--- config.mk ---
export PLATFORM = sky130hd
export DESIGN_NAME = vxg_fifo
export DESIGN_NICKNAME = d
export VERILOG_FILES = /design/src/design/vxg_pkg.sv /design/src/design/vxg_fifo.sv
export SDC_FILE = /design/constraint.sdc
export NUM_CORES = 1
export LEC_CHECK = 0
export BUFFER_PORTS_ARGS = -buffer_cell sky130_fd_sc_hd__buf_2
export CAP_MARGIN = 25
export CORE_ASPECT_RATIO = 0.75
export CORE_MARGIN = 1
export CORE_UTILIZATION = 52
export CTS_CLUSTER_DIAMETER = 200
export DETAILED_ROUTE_END_ITERATION = 10
export GPL_ROUTABILITY_DRIVEN = 0
export PLACE_DENSITY = 0.79
export SYNTH_ARGS = -nofsm -noshare
export SYNTH_HDL_FRONTEND = slang
export SYNTH_SLANG_ARGS = --single-unit
--- constraint.sdc ---
create_clock -name clk -period 5.1 [get_ports clk]
set_input_delay 1.02 -clock clk [delete_from_list [all_inputs] [get_ports clk]]
set_output_delay 1.02 -clock clk [all_outputs]
set_load 0.05 [all_outputs]
--- src/design/vxg_pkg.sv ---
// Shared types and constants of the 4D voxel exposure unit.
// No dependencies; imported by every module of the block but vxg_ram.
package vxg_pkg;

	localparam int COORD_W = 16;
	localparam int EXT_W   = 5;
	localparam int OFF_W   = 5;
	localparam int H1_W    = 10;
	localparam int H2_W    = 15;
	localparam int LIN_W   = 20;
	localparam int TALLY_W = 17;
	localparam int MASK_W  = 8;
	localparam int NB_W    = 8;
	localparam int CMD_W   = 2;

	localparam int AXIS_EXTENT_MAX_DEF = 16;
	localparam int GRID_CAPACITY_DEF   = 65536;
	localparam int QUEUE_DEPTH         = 2;
	localparam int PADDR_W             = 5;
	localparam int PDATA_W             = 32;

	typedef enum logic [CMD_W-1:0] {
		CMD_SET    = 2'd0,
		CMD_QUERY  = 2'd1,
		CMD_EXPOSE = 2'd2
	} cmd_e;

	typedef enum logic [2:0] {
		REG_MIN_X = 3'd0,
		REG_MIN_Y = 3'd1,
		REG_MIN_Z = 3'd2,
		REG_MIN_W = 3'd3,
		REG_EXT_X = 3'd4,
		REG_EXT_Y = 3'd5,
		REG_EXT_Z = 3'd6,
		REG_EXT_W = 3'd7
	} reg_idx_e;

	typedef struct packed {
		logic [CMD_W-1:0]          command;
		logic signed [COORD_W-1:0] coord_x;
		logic signed [COORD_W-1:0] coord_y;
		logic signed [COORD_W-1:0] coord_z;
		logic signed [COORD_W-1:0] coord_w;
		logic                      solid_value;
	} item_t;

	typedef struct packed {
		logic               in_bounds;
		logic               cell_solid;
		logic [MASK_W-1:0]  exposed_mask;
		logic [TALLY_W-1:0] solid_total;
	} result_t;

	typedef struct packed {
		logic signed [COORD_W-1:0] min_x;
		logic signed [COORD_W-1:0] min_y;
		logic signed [COORD_W-1:0] min_z;
		logic signed [COORD_W-1:0] min_w;
		logic [EXT_W-1:0]          ext_x;
		logic [EXT_W-1:0]          ext_y;
		logic [EXT_W-1:0]          ext_z;
		logic [EXT_W-1:0]          ext_w;
	} cfg_t;

	// Classified command handed from front to back through the queue.
	typedef struct packed {
		logic [CMD_W-1:0] cmd;
		logic             solid_value;
		logic             in_grid;
		logic [LIN_W-1:0] lin;
		logic [NB_W-1:0]  nb_ok;
		logic [EXT_W-1:0] stride_y;
		logic [H1_W-1:0]  stride_z;
		logic [H2_W-1:0]  stride_w;
	} entry_t;

endpackage

--- src/design/vxg_fifo.sv ---
// Short queue between front and back ends.
// Depends on vxg_pkg for the entry type and depth.
module vxg_fifo (
	input  logic            clk,
	input  logic            arst_n,
	input  logic            push,
	input  vxg_pkg::entry_t push_data,
	output logic            full,
	input  logic            pop,
	output vxg_pkg::entry_t head,
	output logic            empty
);
	import vxg_pkg::*;

	localparam int PTR_W = (QUEUE_DEPTH > 1) ? $clog2(QUEUE_DEPTH) : 1;
	localparam int CNT_W = $clog2(QUEUE_DEPTH + 1);

	entry_t           slot_q [QUEUE_DEPTH];
	logic [PTR_W-1:0] wr_ptr_q, rd_ptr_q;
	logic [CNT_W-1:0] count_q;
	logic             do_push, do_pop;

	assign full    = (count_q == CNT_W'(QUEUE_DEPTH));
	assign empty   = (count_q == '0);
	assign do_push = push && !full;
	assign do_pop  = pop && !empty;
	assign head    = slot_q[rd_ptr_q];

	always_ff @(posedge clk or negedge arst_n) begin
		if (!arst_n) begin
			wr_ptr_q <= '0;
			rd_ptr_q <= '0;
			count_q  <= '0;
		end else begin
			if (do_push) begin
				wr_ptr_q <= (32'(wr_ptr_q) == QUEUE_DEPTH - 1) ? '0 : PTR_W'(wr_ptr_q + 1'b1);
			end
			if (do_pop) begin
				rd_ptr_q <= (32'(rd_ptr_q) == QUEUE_DEPTH - 1) ? '0 : PTR_W'(rd_ptr_q + 1'b1);
			end
			if (do_push && !do_pop) begin
				count_q <= count_q + 1'b1;
			end else if (do_pop && !do_push) begin
				count_q <= count_q - 1'b1;
			end
		end
	end

	always_ff @(posedge clk) begin
		if (do_push) begin
			slot_q[wr_ptr_q] <= push_data;
		end
	end

endmodule

# --- Yosys cells after proc, flatten, opt, wreduce, memory -nomap -nowiden ---
# Memories as Yosys holds them, arrays and structs flattened.
# Index checks and enable logic that the tools add are counted.
totals:
  word_cells: 25
  ff_bits: 4
  output_inout_bits: 64
  ramBits: 124
  mem_count: 1
  rom_bits: 0
  latchBits: 0
op_classes:
  mux: 6
  mul: 0
  n_bitwise: 0
  shifts: 0
  add_sub_neg: 4
  div: 0
  order_cmp: 0
  n_eq_ne: 1
  n_reduce_logical: 10
mem_list:
  columns: ["memory", "words", "width", "read_ports", "rd_ports_with_merged_regs", "write_ports", "line_no", "rtl"]
  rows:
  - ["slot_q", 2, 62, 1, 0, 1, "vxg_fifo.sv:18", "entry_t slot_q [QUEUE_DEPTH];"]
ops:
  columns: ["op", "n"]
  rows:
  - ["$logic_and 1x1->1", 4]
  - ["$logic_not 1->1", 4]
  - ["$mux 1", 4]
  - ["$mux 2", 2]
  - ["$add 1x1->1 const B", 2]
  - ["$add 2x1->2 const B", 1]
  - ["$eq 2x2->1 const B", 1]
  - ["$logic_not 2->1", 1]
  - ["$reduce_bool 2->1", 1]
  - ["$sub 2x1->2 const B", 1]

# --- Depth between registers and ports, before layout ---
logic_depth:
  ltp_word: 7
  depth_mapped: 7
  depth_no_buf: 7

# --- Least setup slack after synthesis ---
# Ideal clock, no wire load.
synth_timing:
  path_kind: "input port to flip-flop"
  startpoint: "in push"
  endpoint: "mem slot_q[0][0] in the netlist's numbering, enable pin"
  t_required_ns: 4.618
  slack_ns: 0.916
  t_arrival_ns: 3.702
  path_stages: 2
  setup_ns: 0.482
  path_cell_list: "nand2_1 -> nor2_1"
synth_between:
  elab_chain_len: 3
synth_lines:
  columns: ["item", "line_no", "rtl"]
  rows:
  - ["start, declared", "vxg_fifo.sv:6", "input logic push,"]
  - ["$logic_and 1x1->1", "vxg_fifo.sv:25", "assign do_push = push && !full;"]
  - ["$mux 1", "vxg_fifo.sv:50", "if (do_push) begin"]
  - ["$mux 1 (not written as such)", "vxg_fifo.sv:51", "slot_q[wr_ptr_q] <= push_data;"]
  - ["end, declared", "vxg_fifo.sv:18", null]
# Every way passes these cells.

==> impl_metrics.tcl <==
set metrics [dict create \
    status "completed" \
    p_per_area_nw_per_um2 734.9 \
    wl_per_cell_um 16.56 \
    min_path_type "input pin to async pin" \
    crit_path_end_kind "output port" \
    via_per_inst 4.845 \
    maxCapViolations 0 \
    mappedNetlistArea_um2 4971 \
    setup_viol_count_final 0 \
    final_cell_mix "buf_2, edfxtp_1, mux2_4" \
    cts_resized 0 \
    worstPathMaxFanout 40 \
    rsz0062_at_grt "no" \
    core_um2 9159 \
    dp_cells 465 \
    synth_warnings 0 \
    p_leak_nw 2.592 \
    io_pins 130 \
    clkLatencyLatePin_ps 400 \
    antenna_found_initial 0 \
    placed_cell_area_um2 5700 \
    cpMaxStageDelayCell "dfrtp_4" \
    synth_nets 279 \
    grt_start_max_net_pins 41 \
    htreeDepth 4 \
    setup_slack_ps 2003 \
    cp_cell_sequence "buf_16, mux2_2, buf_2" \
    place_ws_ps 2222 \
    gr-usage-all-layers_pct 17.74 \
    min_period_over_period_pct 60.73 \
    irDropWorstVdd_v 0.0006695 \
    final_common_cell "buf_2" \
    startpoint "rd_ptr_q" \
    die_x_um 114.9 \
    drive_gt1_share_pct 61.25 \
    required_ps 4080 \
    synthCells 212 \
    worst_pin_slew_ps 849.7 \
    slowest_delay_ps 740 \
    r2r_start "count_q[0]" \
    diodes 0 \
    die_y_um 86.68 \
    yosys.cell_types.count 15 \
    num_vias 2408 \
    cp_data_arrival_time_ps 2080 \
    hold_violations 0 \
    fillers 631 \
    maxSlewHeadroom_pct 43.22 \
    grt_pass1_wl_mm 12.48 \
    hold_buffers 0 \
    cts_buffers 17 \
    initial_utilization_pct 54.28 \
    drv_slew 0 \
    wirelength_mm 8.229 \
    cts_tree "yes" \
    fin_area_um2 6344 \
    crit_type "flip-flop to output port" \
    drc 0 \
    clock_skew_ps 12.92 \
    start_kind "flip-flop" \
    die_area_um2 9959 \
    cts_buffer_depth 2 \
    antenna_left 0 \
    dp_hpwl_mm 5.280 \
    syn_area_per_cell_um2 23.45 \
    drtIter0Drc 144 \
    tns_ps 0 \
    cts_root_buf "clkbuf_16" \
    ys_seq_area_share_pct 76.92 \
    post_cts_buffers 0 \
    fp-row-count 30 \
    fmax_ghz 0.3229 \
    portBuffers 129 \
    grt_pass1_vias 2422 \
    num-nets-final 423 \
    fin_crit_ps 3097 \
    synth_seq_cells 128 \
    areaGrowthSynthToFinish_pct 27.61 \
    stdcell_count 497 \
    cts.clk_slew.worst_paths_ps 60 \
    cts_sinks 128 \
    overflow 0 \
    dr.pass1.iters 4 \
]
==> sequential cells by signal (all words and copies together), names as in the netlist <==
register and count:
slot_q 124, count_q 2, rd_ptr_q 1, wr_ptr_q 1
==> logic make-up after synthesis <==
family                     share of synthesized area, %
buffers and inverters                             2.794
AOI/OAI and AO/OA                                0.1006
DFF                                               76.92
and+or+nand+nor                                  0.5538
muxes                                             18.50
xor gates and xnor gates                         0.8811
adders and majority gates                        0.2517
==> cell type report <==
class / count / area (um2) / share of cell area, %
tap: 128 / 160.2 / 2.525
inverter: 2 / 7.507 / 0.1183
multi-input combinational: 75 / 1017 / 16.04
clock inverter: 14 / 214.0 / 3.373
timing repair buffer: 132 / 688.2 / 10.85
sequential: 128 / 3827 / 60.34
clock buffer: 18 / 429.2 / 6.765
==> Yosys cell counts, drive strengths merged <==
master / instances / area, um2
o21ai: 1 / 5.000
dfrtp: 4 / 100.1
nand2: 1 / 3.750
mux2: 62 / 919.6
ha: 1 / 12.51
edfxtp: 124 / 3724
and3: 1 / 6.260
inv: 2 / 7.510
xor2: 2 / 17.52
nor2: 3 / 11.26
buf: 7 / 131.4
nand2b: 1 / 6.260
xnor2: 3 / 26.28
==> metrics by stage <==
| stage | utilization, % | total power, W | hold slack, ps |
|---|---|---|---|
| after floorplan | - | 0.003149 | 460.8 |
| after global placement | 61.94 | 0.003363 | 516.0 |
| after detailed placement | 62.24 | 0.003398 | 528.5 |
| after CTS | 69.26 | 0.004703 | 403.0 |
| after global routing | 69.26 | 0.004828 | 404.5 |
| final | 69.26 | 0.004662 | 416.1 |
==> power by group <==
part           switching [W]  total, W  internal [W]
clock               0.000425   0.00129      0.000867
sequential          0.000126   0.00157       0.00144
combinational        0.00121   0.00180      0.000587
==> metal layers <==
metal,wire length [um],vias up,global-route usage (%)
met1,3591,1175,22.15
met3,605,5,7.343
met2,3979,94,27.88
met5,0,-,0
met4,52,0,6.730
li1,-,1134,-
==> worst max-delay path, delay by kind of cell (launching register included) <==
| kind | cells | cell delay, ps |
|---|---|---|
| mux | 1 | 370 |
| buf+inv | 2 | 540 |
| flops | 1 | 740 |
==> path summary, 6_finish.rpt <==
path                                      end  cells after the start  slack [ps]
worst min register to register     count_q[1]                      1         540
worst min-delay path                 wr_ptr_q                      1         420
worst max-delay path                 head[39]                      3        2000
max in group asynchronous            rd_ptr_q                      1        4540
worst max register to register  slot_q[0][38]                      4        2740
min in group clk                   count_q[1]                      1         540
No activity file was read; power rests on OpenSTA's default activity.
