===== src/design/vxg_pkg.sv =====
// Shared types and constants of the 4D voxel exposure unit.
// No dependencies; imported by every module of the block but vxg_ram.
package vxg_pkg;

	localparam int COORD_W = 16;
	localparam int EXT_W   = 5;
	localparam int OFF_W   = 5;
	localparam int H1_W    = 10;
	localparam int H2_W    = 15;
	localparam int LIN_W   = 20;
	localparam int TALLY_W = 17;
	localparam int MASK_W  = 8;
	localparam int NB_W    = 8;
	localparam int CMD_W   = 2;

	localparam int AXIS_EXTENT_MAX_DEF = 16;
	localparam int GRID_CAPACITY_DEF   = 65536;
	localparam int QUEUE_DEPTH         = 2;
	localparam int PADDR_W             = 5;
	localparam int PDATA_W             = 32;

	typedef enum logic [CMD_W-1:0] {
		CMD_SET    = 2'd0,
		CMD_QUERY  = 2'd1,
		CMD_EXPOSE = 2'd2
	} cmd_e;

	typedef enum logic [2:0] {
		REG_MIN_X = 3'd0,
		REG_MIN_Y = 3'd1,
		REG_MIN_Z = 3'd2,
		REG_MIN_W = 3'd3,
		REG_EXT_X = 3'd4,
		REG_EXT_Y = 3'd5,
		REG_EXT_Z = 3'd6,
		REG_EXT_W = 3'd7
	} reg_idx_e;

	typedef struct packed {
		logic [CMD_W-1:0]          command;
		logic signed [COORD_W-1:0] coord_x;
		logic signed [COORD_W-1:0] coord_y;
		logic signed [COORD_W-1:0] coord_z;
		logic signed [COORD_W-1:0] coord_w;
		logic                      solid_value;
	} item_t;

	typedef struct packed {
		logic               in_bounds;
		logic               cell_solid;
		logic [MASK_W-1:0]  exposed_mask;
		logic [TALLY_W-1:0] solid_total;
	} result_t;

	typedef struct packed {
		logic signed [COORD_W-1:0] min_x;
		logic signed [COORD_W-1:0] min_y;
		logic signed [COORD_W-1:0] min_z;
		logic signed [COORD_W-1:0] min_w;
		logic [EXT_W-1:0]          ext_x;
		logic [EXT_W-1:0]          ext_y;
		logic [EXT_W-1:0]          ext_z;
		logic [EXT_W-1:0]          ext_w;
	} cfg_t;

	// Classified command handed from front to back through the queue.
	typedef struct packed {
		logic [CMD_W-1:0] cmd;
		logic             solid_value;
		logic             in_grid;
		logic [LIN_W-1:0] lin;
		logic [NB_W-1:0]  nb_ok;
		logic [EXT_W-1:0] stride_y;
		logic [H1_W-1:0]  stride_z;
		logic [H2_W-1:0]  stride_w;
	} entry_t;

endpackage


===== src/design/vxg_front.sv =====
// Front end: takes commands, bounds-checks them and builds the linear index.
// Depends on vxg_pkg; feeds vxg_fifo.
module vxg_front #(
	parameter int AXIS_EXTENT_MAX = 16,
	parameter int GRID_CAPACITY   = 65536
) (
	input  logic            clk,
	input  logic            arst_n,
	input  vxg_pkg::cfg_t   cfg,
	input  logic            hold,
	input  logic            item_valid,
	output logic            item_stall,
	input  vxg_pkg::item_t  item,
	output logic            push,
	output vxg_pkg::entry_t push_data,
	input  logic            full
);
	import vxg_pkg::*;

	typedef struct packed {
		logic [CMD_W-1:0] cmd;
		logic             solid_value;
		logic [3:0]       ok;
		logic [NB_W-1:0]  nb;
	} ctl_t;

	function automatic logic [EXT_W-1:0] sat_ext(input logic [EXT_W-1:0] e);
		return (32'(e) > 32'(AXIS_EXTENT_MAX)) ? EXT_W'(AXIS_EXTENT_MAX) : e;
	endfunction

	logic             v_s1, v_s2, v_s3, v_s4;
	item_t            item_s1;
	ctl_t             ctl_s2, ctl_s3, ctl_s4;
	logic [OFF_W-1:0] off_s2 [4];
	logic [OFF_W-1:0] offx_s3, offy_s3, offx_s4;
	logic [H1_W-1:0]  sz_s2, sz_s3, sz_s4;
	logic [H1_W-1:0]  h1_s3;
	logic [H2_W-1:0]  sw_s3, sw_s4;
	logic [H2_W-1:0]  h2_s4;

	logic [EXT_W-1:0]      ext [4];
	logic signed [COORD_W-1:0] crd [4];
	logic signed [COORD_W-1:0] mn [4];
	logic signed [COORD_W:0]   dif [4];
	logic [OFF_W-1:0]      off_c [4];
	logic [3:0]            ok_c;
	logic [NB_W-1:0]       nb_c;
	logic                  adv, acc;
	logic [LIN_W-1:0]      lin;

	assign ext[0] = sat_ext(cfg.ext_x);
	assign ext[1] = sat_ext(cfg.ext_y);
	assign ext[2] = sat_ext(cfg.ext_z);
	assign ext[3] = sat_ext(cfg.ext_w);
	assign crd[0] = item_s1.coord_x;
	assign crd[1] = item_s1.coord_y;
	assign crd[2] = item_s1.coord_z;
	assign crd[3] = item_s1.coord_w;
	assign mn[0]  = cfg.min_x;
	assign mn[1]  = cfg.min_y;
	assign mn[2]  = cfg.min_z;
	assign mn[3]  = cfg.min_w;

	// Per-axis offset, range check and neighbour availability.
	always_comb begin
		for (int a = 0; a < 4; a++) begin
			dif[a]   = $signed({crd[a][COORD_W-1], crd[a]}) - $signed({mn[a][COORD_W-1], mn[a]});
			ok_c[a]  = !dif[a][COORD_W] && (dif[a][COORD_W-1:0] < COORD_W'(ext[a]));
			off_c[a] = dif[a][OFF_W-1:0];
			nb_c[2*a]   = (off_c[a] != '0);
			nb_c[2*a+1] = ((6'(off_c[a]) + 6'd1) < 6'(ext[a]));
		end
	end

	assign adv        = !v_s4 || !full;
	assign item_stall = hold || !adv;
	assign acc        = item_valid && !item_stall;
	assign push       = v_s4 && !full;

	always_ff @(posedge clk or negedge arst_n) begin
		if (!arst_n) begin
			v_s1 <= 1'b0;
			v_s2 <= 1'b0;
			v_s3 <= 1'b0;
			v_s4 <= 1'b0;
		end else if (adv) begin
			v_s1 <= acc;
			v_s2 <= v_s1;
			v_s3 <= v_s2;
			v_s4 <= v_s3;
		end
	end

	// Index built Horner style, spread over the pipeline stages.
	always_ff @(posedge clk) begin
		if (adv) begin
			item_s1 <= item;

			ctl_s2.cmd         <= item_s1.command;
			ctl_s2.solid_value <= item_s1.solid_value;
			ctl_s2.ok          <= ok_c;
			ctl_s2.nb          <= nb_c;
			for (int a = 0; a < 4; a++) begin
				off_s2[a] <= off_c[a];
			end
			sz_s2 <= H1_W'(ext[0]) * H1_W'(ext[1]);

			ctl_s3  <= ctl_s2;
			offx_s3 <= off_s2[0];
			offy_s3 <= off_s2[1];
			h1_s3   <= H1_W'(off_s2[2]) + H1_W'(ext[2]) * H1_W'(off_s2[3]);
			sz_s3   <= sz_s2;
			sw_s3   <= H2_W'(sz_s2) * H2_W'(ext[2]);

			ctl_s4  <= ctl_s3;
			offx_s4 <= offx_s3;
			h2_s4   <= H2_W'(offy_s3) + H2_W'(ext[1]) * H2_W'(h1_s3);
			sz_s4   <= sz_s3;
			sw_s4   <= sw_s3;
		end
	end

	assign lin = LIN_W'(offx_s4) + LIN_W'(ext[0]) * LIN_W'(h2_s4);

	always_comb begin
		push_data.cmd         = ctl_s4.cmd;
		push_data.solid_value = ctl_s4.solid_value;
		push_data.in_grid     = (&ctl_s4.ok) && (32'(lin) < 32'(GRID_CAPACITY));
		push_data.lin         = lin;
		push_data.nb_ok       = ctl_s4.nb;
		push_data.stride_y    = ext[0];
		push_data.stride_z    = sz_s4;
		push_data.stride_w    = sw_s4;
	end

endmodule


===== config.mk =====
export PLATFORM = sky130hd
export DESIGN_NAME = vxg_front
export DESIGN_NICKNAME = d
export VERILOG_FILES = /design/src/design/vxg_pkg.sv /design/src/design/vxg_front.sv
export SDC_FILE = /design/constraint.sdc
export NUM_CORES = 1
export LEC_CHECK = 0
export BUFFER_PORTS_ARGS = -buffer_cell sky130_fd_sc_hd__buf_2
export CAP_MARGIN = 20
export CORE_MARGIN = 2
export CORE_UTILIZATION = 30
export CTS_CLUSTER_SIZE = 28
export DETAILED_ROUTE_END_ITERATION = 10
export PLACE_DENSITY = 0.54
export REMOVE_ABC_BUFFERS = 1
export SLEW_MARGIN = 20
export SYNTH_ARGS = -nofsm -noshare
export SYNTH_HDL_FRONTEND = slang
export SYNTH_SLANG_ARGS = --single-unit

===== constraint.sdc =====
create_clock -name clk -period 8.55 [get_ports clk]
set_input_delay 0.855 -clock clk [delete_from_list [all_inputs] [get_ports clk]]
set_output_delay 0.855 -clock clk [all_outputs]
set_load 0.01 [all_outputs]

Word-level counts from Yosys, hierarchy flattened
Memory sizes are Yosys's and may differ from the RTL's. A register that Yosys moved wholly into a read port is not among the register bits.
Cells that the tools add are included.
W data, S select, Z words.

word-level totals
  register bits = 206
  memory bits (writable) = 20
  input port bits = 156
  output and inout port bits = 64
  logic and storage cells = 88
  memories kept = 1

memories
  memory  words  bits a word  read ports  clocked after Yosys merged registers in  wr ports  line             text
  off_s2  4      5            4           2                                        4         vxg_front.sv:34  logic [OFF_W-1:0] off_s2 [4];

cells by class
  $add $sub $neg = 11
  multiply operators = 5
  order comparisons = 13
  mux-type cells = 6
  reductions and logical operators = 22

operators with widths
  operator                number
  $sub A16 B16 Y17        4
  $lt A16 B5 Y1           4
  $add A5 B1 Y6 const B   4
  $lt A6 B5 Y1            4
  $add A5 B20 Y20         1
  $gt A5 B5 Y1 const B    4
  $lt A20 B17 Y1 const B  1
  $mul A5 B15 Y20         1
  $mul A5 B5 Y10          2
  $mux W5                 4
  $reduce_bool A5 Y1      4
  $add A5 B15 Y15         1
  $mul A10 B5 Y15         1
  $mul A5 B10 Y15         1
  $add A5 B10 Y10         1
  $logic_not A1 Y1        8
  $logic_and A1 B1 Y1     7
  $reduce_and A4 Y1       1
  $logic_or A1 B1 Y1      2
  $mux W1                 2

Logic depth before layout (Yosys ltp)
  depth after elaboration = 6
  gate-level depth with buffers = 19
  depth with buffers taken out = 18

Worst setup path after synthesis
No wires, ideal clock.

  path type = input -> output
  start point = input full
  end point = output item_stall
  arrival = 6,416 ps
  data required time = 7,695 ps
  slack = 1,279 ps
  cell stages on the path = 2
  buffers on the path = 0
  path through = nand2_1 -> nand2b_1

between the ends
  cells in the longest elaborated chain, start to end = 4

ends and longest elaborated chain
  what                line             text
  start, declared     vxg_front.sv:16  input logic full
  $logic_not A1 Y1    vxg_front.sv:75  assign adv = !v_s4 || !full;
  $logic_or A1 B1 Y1  vxg_front.sv:75
  $logic_not A1 Y1    vxg_front.sv:76  assign item_stall = hold || !adv;
  $logic_or A1 B1 Y1  vxg_front.sv:76
  end, declared       vxg_front.sv:12  output logic item_stall,

No other way between the ends.

==> summary.md <==
| Metric | Value |
|---|---|
| Run status | `complete, no violations` |
| Sequential area share after synthesis | `37.3%` |
| Mean number of vias per cell | `4.59` |
| Top-level I/O count | `220` |
| DRT antenna net count | `0` |
| First-pass GRT wire length | `67.5 mm` |
| H-tree Lvls | `1` |
| Crit start category | `input pin` |
| Most frequent cells in the layout | `295 x inv_1, 232 x edfxtp_1, 229 x ha_1, 219 x buf_2, 129 x and2_1` |
| Yosys warning count | `0` |
| DP Wirelength | `32.7 mm` |
| Vias in the first global route | `13,600` |
| Nets@finish | `2,521` |
| RR Endpoint | `sw_s3[14]` |
| Final worst path period need | `7260 ps` |
| Reg2Reg Depth | `14` |
| Worst path max stage delay | `800 ps` |
| Initial antenna violation count | `2` |
| Synthesized flop and latch total | `236` |
| Routed wire length per instance | `14.5 um` |
| Synth Flop Type | `edfxtp_1` |
| CTS tree | `yes` |
| CP endpoint kind | `output port` |
| Area Growth Syn to Fin | `16.2%` |
| Crit path kind | `in -> out` |
| FF-to-FF setup slack | `4180 ps` |
| Crit path max fanout | `24` |
| Top cell by count, worst path | `fa_1` |
| GRT Total Usage | `12.8%` |
| Slew Limit Headroom | `35.7%` |
| Total gr overflow | `0` |
| Clock Root Buffer | `clkbuf_16` |
| Leakage | `10.3 nW` |
| Unrepaired setup endpoints after global routing | `false` |
| Max Fclk | `138 MHz` |
| Worst hold path type | `in -> async` |
| Core region area | `0.0627 mm^2` |
| Final core utilization | `35.1%` |
| Syn avg cell area | `10.6 um^2` |
| Starting density of the core | `30.2%` |
| Via count | `13,200` |
| Setup Buffers After CTS | `0` |
| Filler cells | `6,315` |
| Cell area after synthesis | `0.0189 mm^2` |
| Gp weighted congestion | `0.873` |
| CTS buffer count | `29` |
| Final hold slack | `98.8 ps` |
| Final period util | `84.9%` |
| Resized cells post-CTS | `0` |
| Reg-to-reg critical path startpoint | `sz_s2[0]` |
| Peak VDD IR | `0.166 mV` |
| Share of cells above drive strength 1 | `14.8%` |
| Async SR Flop Fraction | `1.69%` |
| Worst Setup Slack, final | `1290 ps` |
| Clk pin slew, worst setup/hold paths | `60 ps` |
| Clock skew | `33.7 ps` |
| Bufs on Longest Clock Path | `3` |
| Most common cell after layout, fill and taps aside | `inv_1` |
| Post-synthesis cell count | `1,787` |
| Final wirelength | `41.7 mm` |
| Port Buf Inserts | `219` |
| Die ar. | `0.0651 mm^2` |
| Pin count of the biggest net entering global routing | `161` |
| Synth cell types | `70` |
| Endpoints failing setup | `0` |
| Worst slack, placed | `1150 ps` |
| Post-synth EDFFs | `232` |
| Clock Sinks | `236` |
| Final Slew Violations | `0` |
| Pwr per Cell Area | `295 mW/mm^2` |
| Post-CTS Hold Buffers | `0` |
| DR pass1 iterations | `5` |
| Crit path cell chain | `buf_2 -> nor2b_1 -> and2_1 -> fa_1 -> fa_1 -> inv_1 -> fa_1 -> inv_1 -> ha_1 -> o21ai_0 -> nor3_1 -> a211oi_1 -> a21oi_1 -> a211o_1 -> a21oi_1 -> xnor2_1 -> nor4b_1 -> buf_2` |
| DRT iter0 DRCs | `532` |
| DRC Markers | `0` |
| Req. time, crit path | `7700 ps` |
| Critical Path AT | `6400 ps` |
| Maximum capacitance violations | `0` |
| Actual slew at the worst max-slew pin | `962 ps` |
| Die H | `255 um` |
| Fin. Hold Viols | `0` |
| CP max stage cell | `nor2b_1` |
| Die width | `255 um` |
| Multi-input gate area | `0.0106 mm^2` |
| Std cell rows | `92` |
| Clock latency on the worst-skew pair | `570 ps` |
| Sequential cell area | `0.00707 mm^2` |
| Fin Setup TNS | `0 ps` |
==> cells in the mapped netlist (all sizes together), types with 5 or more instances <==
library cell	count	area, um^2
o211ai	8	60.1
a21boi	5	37.5
a31oi	6	37.5
nand2b	17	106
and4	5	43.8
clkbuf	26	98.8
o21ai	49	245
nand4	6	37.5
edfxtp	232	6970
a21oi	78	390
and3	7	43.8
o21bai	10	75.1
xnor2	62	543
nor3b	6	45.0
nor2b	34	213
nor4	8	56.3
nand3	30	150
or2	7	43.8
nor3	30	150
o22ai	6	37.5
o21a	19	143
mux2i	14	140
inv	295	1110
a211oi	12	90.1
or3	6	37.5
a21o	30	225
buf	11	82.6
o2111ai	5	43.8
ha	229	2870
o41ai	5	51.3
nor2	87	327
nand2	122	458
xor2	9	78.8
fa	124	2480
a221oi	5	43.8
and2	129	807
nand3b	6	45.0
==> critical path, delay by kind of cell <==
family,cells,cell delay [ps]
xor gates and xnor gates,1,100
AOI/OAI and AO/OA,5,1440
and+or+nand+nor,4,1570
adders and majority gates,4,1860
buffers and inverters,4,540
==> where the power goes <==
group / switching [mW] / internal [mW]
Clock: 0.518 / 0.745
Combinational: 1.78 / 1.35
Sequential: 0.231 / 1.87
==> layout make-up <==
cell class                      instances  share of cell area [%]
Tap cell                              846                    4.81
Inverter                              295                    5.03
Timing Repair Buffer                  231                    5.45
Multi-Input combinational cell       1219                    48.2
Antenna cell                            1                  0.0114
Sequential cell                       236                    32.1
Clock inverter                         23                    1.12
Clock buffer                           30                    3.31
==> sequential cells by signal (all words and copies together) (netlist names), 4 cells and up <==
| name | flops |
|---|---|
| crd | 64 |
| ctl_s2 | 15 |
| ctl_s3 | 15 |
| ctl_s4 | 4 |
| h1_s3 | 10 |
| h2_s4 | 15 |
| off_s2 | 20 |
| offx_s3 | 5 |
| offx_s4 | 5 |
| offy_s3 | 5 |
| push_data | 11 |
| sw_s3 | 15 |
| sw_s4 | 15 |
| sz_s2 | 10 |
| sz_s3 | 10 |
| sz_s4 | 10 |
==> layer usage <==
metal  GRT usage, %  vias to the layer above  share of wire, %
met4           2.92                        4               1.7
met5              0                        -             0.046
met3           1.88                       49               4.2
met1           16.4                     6415                45
met2           22.7                      215                49
li1               -                     6542                 -
==> logic make-up after synthesis <==
kind of cell | Yosys count | synth area share [%]
AND/OR/NAND/NOR | 504 | 13.7
adder cells (fa/ha/maj) | 353 | 28.2
buffers and inverters | 332 | 6.81
AO/OA/AOI/OAI | 272 | 9.53
flip-flops | 236 | 37.3
XOR/XNOR | 71 | 3.28
multiplexers | 19 | 1.10
==> per-stage QoR <==
step	power, mW	std cells	instance area, um^2
2_1_floorplan	4.44	1750	18800
3_3_place_gp	5.24	2827	21000
3_5_place_dp	5.31	2827	21000
4_1_cts	6.63	2880	22000
5_1_grt	7.15	2880	22000
6_report	6.50	2881	22000
==> worst max-delay path by stage <==
stage	end	cells after the start	slack, ps	startpoint
after floorplan	item_stall	2	1280	full
final	push_data[58]	18	1290	cfg[19]
after CTS	push_data[58]	18	1140	cfg[19]
after detailed placement	push_data[58]	18	1150	cfg[19]
after global placement	push_data[58]	18	1240	cfg[19]
after global routing	push_data[58]	20	780	cfg[19]
Note: power is estimated with default switching activity, not from simulation.
